File: src/rtl/mxt_ram.sv
// Generic single-write, single-read RAM with registered read data.
module mxt_ram #(
  parameter int WIDTH = 8,
  parameter int DEPTH = 16
) (
  input  logic                     clk,
  input  logic                     we,
  input  logic [$clog2(DEPTH)-1:0] waddr,
  input  logic [WIDTH-1:0]         wdata,
  input  logic [$clog2(DEPTH)-1:0] raddr,
  output logic [WIDTH-1:0]         rdata
);

  logic [WIDTH-1:0] mem [DEPTH];

  always_ff @(posedge clk) begin
    if (we) begin
      mem[waddr] <= wdata;
    end
    rdata <= mem[raddr];
  end

endmodule

File: config.mk
export PLATFORM = sky130hd
export DESIGN_NAME = mxt_ram
export DESIGN_NICKNAME = d
export VERILOG_FILES = /design/src/rtl/mxt_ram.sv
export SDC_FILE = /design/constraint.sdc
export NUM_CORES = 1
export LEC_CHECK = 0
export ABC_AREA = 1
export BUFFER_PORTS_ARGS = -buffer_cell sky130_fd_sc_hd__buf_2
export CAP_MARGIN = 20
export CORE_MARGIN = 1.5
export CORE_UTILIZATION = 60
export CTS_BUF_LIST = sky130_fd_sc_hd__clkbuf_8 sky130_fd_sc_hd__clkbuf_16
export DETAILED_ROUTE_END_ITERATION = 8
export PLACE_DENSITY = 0.75
export SLEW_MARGIN = 20
export SYNTH_ARGS = -nofsm -noshare
export SYNTH_HDL_FRONTEND = slang
export SYNTH_SLANG_ARGS = --single-unit
File: constraint.sdc
create_clock -name clk -period 3.02 [get_ports clk]
set_input_delay 0.302 -clock clk [delete_from_list [all_inputs] [get_ports clk]]
set_output_delay 0.302 -clock clk [all_outputs]
set_load 0.005 [all_outputs]
==> results.cfg, run 1 <==
[pwr]
power_mw = 4.340
p_per_area_nw_per_um2 = 669.3
cellLeakagePower_nw = 2.799
ir_drop_mv = 0.6299

[sta]
period_share = 0.4369
finalSetupTns_ps = 0
slew_viol_final = 0
rsz0062_at_grt = no
period_minus_slack_ps = 1319
timing.final.hold_violations = 0
worst_pin_slew_ps = 928.7
max_freq_mhz = 757.9
setup_viol = 0
skew_ps = 6.094
relSlewSlack = 0.3800

[routing]
drc = 0
num_vias = 3833
wirelength_um = 12810
vias_per_cell = 5.346
drt_iter0_drc = 373
route.detailed.wl_per_inst_um = 17.86
drt_first_pass_iters = 5
drtAntennaViolNets = 0

[setup_path]
cp-end-kind = primary output
path_delay_family = flip-flops
critPathLaunchType = flop
path_max_fanout = 1
crit_required_ps = 2720
crit_slowest_cell = dfxtp_1
critical_path.cell_chain = buf_2
critical_path_buf_inv_count = 1
cp.arrival_ps = 1020
crit_type = reg -> out
max_stage_delay_ps = 360

[placed_design]
place_congestion = 0.9073
port_buffers = 25
dpl.hpwl_um = 7410

[synthesis]
synth_area_sq_um = 5767
ys_seq_area_frac = 0.6943
synth_area_per_cell_sq_um = 10.47
yosys.cell_types.count = 12
syn_nets = 569
synthCells = 551
yosysWarningCount = 0
yosys_register_bits = 136

[grt]
overflow = 0
grt_use_total = 0.2765
grt_max_degree = 65
antenna_found_initial = 0
grt_pass1_vias = 3758
grt_pass1_wl_um = 19820

[finish]
layout_common_cells = 173 x nand2_1, 128 x edfxtp_1, 101 x inv_1
post_route_cells_drive_above_1_share = 0.1037
syn_to_final_growth_pct = 12.45
mostFrequentLayoutCell = nand2_1
nets = 593
antenna_cells = 0

[die]
coreArea_sq_um = 9284
start_util = 0.6212
fp.dieArea_sq_um = 10210
io_pins = 26
die_y_um = 101.0
rows = 35
die_width_um = 101.0

[cts]
postCtsHoldBufs = 0
htree_levels = 4
cts_buffer_depth = 2
cts_resized = 0
cts_setup_buffers = 0
cts_tree = done
clkTransAtPathRegs_ps = 60
clk_latency_ps = 530
root_buffer = clkbuf_8
cts_made_buffers = 17
cts_sinks = 136

[min_path]
hold_class = in -> reg

[run_status]
outcome = finished, final reports clean

[flow_run]
max_cap_viol_count = 0
[metal layers]
metal	wire, um	global-route usage	vias to the layer above	share of wire
met3	909	0.06103	39	0.071
met5	0	0	-	0
met4	547	0.1581	0	0.043
met2	6117	0.4293	181	0.48
li1	-	-	1822	-
met1	5233	0.3634	1791	0.41
[registers in the layout, summed over array words and instances, names as in the netlist]
name   flops
mem      128
rdata      8
[report_power, final]
part           switching (mW)  internal [mW]
clock                   0.796           1.17
sequential             0.0150           2.11
combinational           0.177         0.0683
total                   0.988           3.35
[Yosys cell counts]
library cell | n | share of area
edfxtp_1 | 128 | 0.67
buf_6 | 6 | 0.012
nand3b_1 | 2 | 0.0026
buf_1 | 1 | 0.00065
inv_2 | 2 | 0.0013
buf_4 | 4 | 0.0052
buf_2 | 13 | 0.011
nor2_1 | 17 | 0.011
nand2_1 | 173 | 0.11
dfxtp_1 | 8 | 0.028
inv_1 | 100 | 0.065
nand3_1 | 97 | 0.084
[cells by family (layout without fill, tap and decap cells)]
| kind of cell | after synthesis | after routing | share of synthesized area |
|---|---|---|---|
| flip-flops | 136 | 136 | 0.6943 |
| buffers and inverters | 126 | 163 | 0.09525 |
| AND/OR/NAND/NOR | 289 | 289 | 0.2105 |
[per-stage QoR]
step,instance area (sq um),instances,hold WS [ps],utilization,setup WS [ps]
floorplan,5767,551,400.9,-,1767
global placement,5917,685,658.3,0.6373,1193
detailed placement,5917,685,662.6,0.6373,1151
CTS,6485,717,126.2,0.6985,1690
global route,6485,717,158.2,0.6985,1540
finish,6485,717,146.7,0.6985,1701
[cell type report]
type	instances	area, sq um
fillers	691	2799
multi-input cells	289	1214
repair buffers	29	155.1
clock buffers	17	414.1
clock inverters	15	153.9
inverters	102	382.9
flip-flops and latches	136	4004
well taps	129	161.4
[worst register-to-register path, cell delays in order (launching register included)]
cell and delay [ps]:
edfxtp_1 370, inv_1 70, nand2_1 60, nand3_1 120, nand3_1 160, nand3_1 150, nand2_1 60
[path summary, 6_finish.rpt]
| path | slack, ps | end | depth (start not counted) | startpoint |
|---|---|---|---|---|
| worst max-delay path | 1700 | rdata[5] | 1 | rdata[5]$_DFF_P_ |
| worst min-delay path | 150 | rdata[0]$_DFF_P_ | 3 | raddr[3] |
| worst max register to register | 1940 | rdata[0]$_DFF_P_ | 6 | mem[5][0]$_DFFE_PP_ |
| worst min register to register | 690 | rdata[0]$_DFF_P_ | 6 | mem[13][0]$_DFFE_PP_ |
(Power assumes the default switching activity.)
==> run 2: changes to the inputs <==
--- a/config.mk
+++ b/config.mk
@@ -9,10 +9,10 @@
 export BUFFER_PORTS_ARGS = -buffer_cell sky130_fd_sc_hd__buf_2
 export CAP_MARGIN = 20
 export CORE_MARGIN = 1.5
-export CORE_UTILIZATION = 60
+export CORE_UTILIZATION = 55
 export CTS_BUF_LIST = sky130_fd_sc_hd__clkbuf_8 sky130_fd_sc_hd__clkbuf_16
 export DETAILED_ROUTE_END_ITERATION = 8
-export PLACE_DENSITY = 0.75
+export PLACE_DENSITY = 0.72
 export SLEW_MARGIN = 20
 export SYNTH_ARGS = -nofsm -noshare
 export SYNTH_HDL_FRONTEND = slang
==> constraint.sdc (replaced) <==
create_clock -name clk -period 1.1 [get_ports clk]
set_input_delay 0.11 -clock clk [delete_from_list [all_inputs] [get_ports clk]]
set_output_delay 0.11 -clock clk [all_outputs]
set_load 0.005 [all_outputs]
==> run 2 against run 1 <==
- flip-flop and latch count did not move
- worst hold slack worse by 140 ps
- clock power grew to 3.0 times the previous value
- register-to-register slack worse by 1900 ps
- via count grew 2.2%
- critical path type unchanged
==> results.cfg, run 2 (same netlist as run 1, synthesis figures left out) <==
[sta]
slew_viol_final = 0
worst_pin_slew_ps = 380.0
max_freq_mhz = 928.1
fin_ws_ps = 22.58
period_minus_slack_ps = 1077
skew_ps = 14.69
rsz0062_at_grt = yes
period_share = 0.9795
timing.final.hold_violations = 0
setup_viol = 0
relSlewSlack = 0.7467

[setup_path]
path_max_fanout = 1
r2r-start = mem[7][4]$_DFFE_PP_
reg2reg_setup_slack_ps = 50
max_stage_delay_ps = 340
crit_required_ps = 990
cp.arrival_ps = 970
critical_path_buf_inv_count = 1
critical_path.cell_chain = buf_2
crit_slowest_cell = dfxtp_2
critPathLaunchType = flop
crit_cells = 1
cp-end-kind = primary output
path_delay_family = flip-flops
worstReg2RegEnd = rdata[4]$_DFF_P_
r2r.worst_path.cells = 6
crit_type = reg -> out

[finish]
reg_top3 = mem: 128 flops, rdata: 8 flops
syn_to_final_growth_pct = 20.03
nFillCells = 768
regMostFlops = mem
post-route-util = 0.6765
largest_reg_flops = 128
nets = 628
post_route_cells_drive_above_1_share = 0.1573
layout_common_cells = 173 x nand2_1, 128 x edfxtp_1, 102 x inv_1
mostFrequentLayoutCell = nand2_1
antenna_cells = 0

[die]
die_width_um = 105.4
fp.dieArea_sq_um = 11110
die_y_um = 105.4
coreArea_sq_um = 10230
rows = 37
io_pins = 26
start_util = 0.5637

[routing]
drt_iter0_drc = 317
drc = 0
num_vias = 3916
wirelength_um = 12670
drtAntennaViolNets = 0
drt_first_pass_iters = 5
route.detailed.wl_per_inst_um = 16.70
vias_per_cell = 5.159

[grt]
overflow = 0
grt_max_degree = 35
grt_pass1_vias = 3902
antenna_found_initial = 0
grt_pass1_wl_um = 20200
grt_use_total = 0.2505

[cts]
cts_tree = done
clk_latency_ps = 530
cts_sinks = 136
root_buffer = clkbuf_8
cts_made_buffers = 17
cts_buffer_depth = 2
clkTransAtPathRegs_ps = 60
htree_levels = 4

[pwr]
p_per_area_nw_per_um2 = 1799
cellLeakagePower_nw = 3.053
power_mw = 12.45
ir_drop_mv = 1.024

[min_path]
hold_class = in -> reg
hold_path_depth = 1
hold_start = wdata[5]
min_to = mem[1][5]$_DFFE_PP_

[placed_design]
post-place-ws_ps = -62.36
dpl.hpwl_um = 8212
port_buffers = 25
place_congestion = 0.8631

[run_status]
outcome = finished, final reports clean

[flow_run]
max_cap_viol_count = 0
run 2: changes by cell type in the layout (fill, tap and decap cells not counted), sizes merged:
cell         change
clkinv           -2
bufinv           +2
buf             +33
clkinvlp         -2
clkbuf           +2
dlygate4sd3      +2
run 2: metal layers:
metal,routed length [um],track usage
met1,5423,0.3277
met2,6191,0.3992
met3,654,0.04824
met4,404,0.1331
met5,0,0
run 2: metrics by stage:
step                hold slack [ps]  setup TNS (ps)  cell area, sq um  cells
detailed placement            496.4          -625.3              6274    725
global route                  19.57          -7.406              6922    759
finish                        8.919               0              6922    759
global placement              488.1          -129.5              6274    725
floorplan                     208.9               0              5767    551
CTS                          0.7712          -4.102              6914    759
run 2: area by class of cell:
cell class,instances,area (sq um),share of cell area
Timing Repair Buffer,64,523.0,0.07556
Inverter,102,382.9,0.05531
Clock inverter,13,177.7,0.02567
Clock buffer,19,441.7,0.06381
Tap cell,136,170.2,0.02458
Multi-Input combinational cell,289,1219,0.1761
Sequential cell,136,4008,0.5790
run 2: what timing repair did:
item | 4_1_cts | 5_1_grt
hold endpoints to repair | 18 | 0
setup endpoints to repair | 1 | 4
setup buffers | 0 | 0
resized for setup | 1 | 3
hold buffers | 2 | 0
run 2: where the power goes:
group / internal [mW] / total [mW] / switching [mW]
logic: 0.282 / 0.788 / 0.507
clock network: 3.78 / 5.83 / 2.05
registers: 5.80 / 5.83 / 0.0363
run 2: worst max-delay path by stage:
stage	start	end	slack [ps]
final	rdata[6]$_DFF_P_	rdata[6]	20
after global routing	rdata[6]$_DFF_P_	rdata[6]	-7
after CTS	rdata[6]$_DFF_P_	rdata[6]	-4
after detailed placement	raddr[0]	rdata[6]$_DFF_P_	-60
after global placement	raddr[0]	rdata[5]$_DFF_P_	-50
after floorplan	waddr[3]	mem[4][0]$_DFFE_PP_	40
==> run 3: changes to the inputs <==
--- a/config.mk
+++ b/config.mk
@@ -8,11 +8,12 @@
 export ABC_AREA = 1
 export BUFFER_PORTS_ARGS = -buffer_cell sky130_fd_sc_hd__buf_2
 export CAP_MARGIN = 20
-export CORE_MARGIN = 1.5
+export CORE_MARGIN = 5
 export CORE_UTILIZATION = 55
 export CTS_BUF_LIST = sky130_fd_sc_hd__clkbuf_8 sky130_fd_sc_hd__clkbuf_16
 export DETAILED_ROUTE_END_ITERATION = 8
 export PLACE_DENSITY = 0.72
+export REMOVE_ABC_BUFFERS = 1
 export SLEW_MARGIN = 20
 export SYNTH_ARGS = -nofsm -noshare
 export SYNTH_HDL_FRONTEND = slang
==> run 3 against run 2 <==
- via count down 3.6%
- routed wire length shrank 4.6%
- setup slack gained 1.3 ps
- non-clock buffer count fell by 6
- clock power decreased by 13%
- count of clock-buffer cells in the layout is 2 lower
- flip-flop and latch count did not move
- sequential power about the same
- critical endpoint unchanged
- highest routed layer unchanged
==> results.cfg, run 3 (same netlist as run 1, synthesis figures left out) <==
[placed_design]
port_buffers = 25
place_congestion = 0.8009
dpl.hpwl_um = 7572
placed_cells = 717

[finish]
mostFrequentLayoutCell = nand2_1
nets = 622
regMostFlops = mem
post_route_cells_drive_above_1_share = 0.1350
antenna_cells = 0
largest_reg_flops = 128
layout_common_cells = 173 x nand2_1, 128 x edfxtp_1, 103 x inv_1
final_cells = 751
syn_to_final_growth_pct = 17.05
reg_top3 = mem: 128 flops, rdata: 8 flops

[routing]
num_vias = 3776
wl_met1_um = 5099
met3WireLength_um = 518
drt_first_pass_iters = 4
routed-wl-met2_um = 6325
drt_iter0_drc = 221
wirelength_um = 12090
drtAntennaViolNets = 0
vias_per_cell = 5.028
route.detailed.wl_per_inst_um = 16.10
drc = 0
route.top_layer_used = met4

[cts]
cts_setup_buffers = 0
cts_made_buffers = 17
root_buffer = clkbuf_8
cts_buffer_depth = 2
htree_levels = 4
clkTransAtPathRegs_ps = 60
clk_latency_ps = 510
cts_tree = done
cts_sinks = 136

[sta]
period_share = 0.9782
setup_viol = 0
rsz0062_at_grt = yes
worst_pin_slew_ps = 362.1
slew_viol_final = 0
period_minus_slack_ps = 1076
relSlewSlack = 0.7586
skew_ps = 4.691
timing.final.hold_violations = 0
max_freq_mhz = 929.3

[die]
coreArea_sq_um = 10280
start_util = 0.5611
fp.dieArea_sq_um = 12630
io_pins = 26
rows = 37
die_width_um = 112.4
die_y_um = 112.4

[setup_path]
max_stage_delay_ps = 340
critical_path.cell_chain = buf_2
critPathLaunchType = flop
crit_required_ps = 990
r2r-start = mem[9][2]$_DFFE_PP_
startpoint = rdata[6]$_DFF_P_
crit_type = reg -> out
critical_path_buf_inv_count = 1
path_delay_family = flip-flops
cp-end-kind = primary output
cp.arrival_ps = 970
path_max_fanout = 1
crit_slowest_cell = dfxtp_2

[pwr]
ir_drop_mv = 1.024
power_mw = 11.61
cellLeakagePower_nw = 2.974
p_per_area_nw_per_um2 = 1720

[run_status]
outcome = finished, final reports clean

[grt]
antenna_found_initial = 0
grt_max_degree = 65
grt_pass1_wl_um = 19700
grt_use_total = 0.2066
overflow = 0
grt_pass1_vias = 3724

[min_path]
hold_class = in -> reg
hold_start = wdata[7]

[flow_run]
max_cap_viol_count = 0
-- run 3: cell count changes in the layout (fill, tap and decap cells not counted), moves of 2 or more --
cell	before	now
buf_12	8	5
bufinv_16	4	2
clkbuf_8	3	1
dlygate4sd3_1	2	4
buf_4	29	24
clkinv_1	0	2
-- run 3: area by class of cell --
type | instances | area (sq um)
Inverter | 102 | 382.9
Clock buffer | 17 | 414.1
Multi-Input combinational cell | 289 | 1214
Sequential cell | 136 | 4006
Timing Repair Buffer | 58 | 445.4
Tap cell | 136 | 170.2
Fill cell | 797 | 3527
Clock inverter | 13 | 117.6
-- run 3: what timing repair did --
item                                    CTS  global route
hold buffers                              4             0
hold endpoints to repair                 60             0
endpoints found under the setup margin    2             1
gates resized for setup                   2             0
-- run 3: where the power goes --
group	internal, mW	switching (mW)	total, mW
sequential	5.80	0.0333	5.83
clock	3.14	1.92	5.05
combinational	0.247	0.476	0.723
-- run 3: stage by stage --
stage	cell area [sq um]	TNS (ps)	hold slack [ps]	setup WS, ps	util
after floorplan	5600	0	208.9	9.517	-
after global placement	6176	-417.8	488.6	-38.85	0.6009
after detailed placement	6176	-1404	488.7	-67.11	0.6009
after CTS	6750	-8.433	0.3690	-8.433	0.6568
after global routing	6750	-15.70	8.883	-15.70	0.6568
final	6750	0	13.21	23.93	0.6568
-- run 3: worst paths after layout --
| path | end | slack [ps] | depth (start not counted) |
|---|---|---|---|
| worst max-delay path | rdata[6] | 20 | 1 |
| worst min-delay path | mem[7][7]$_DFFE_PP_ | 10 | 1 |
| worst max register to register | rdata[2]$_DFF_P_ | 130 | 6 |
| worst min register to register | rdata[4]$_DFF_P_ | 670 | 6 |
-- run 3: metal layers --
layer | vias to the layer above | track usage
met5 | - | 0
met4 | 0 | 0.07853
met3 | 10 | 0.04259
met2 | 97 | 0.3496
met1 | 1786 | 0.2634
li1 | 1883 | -
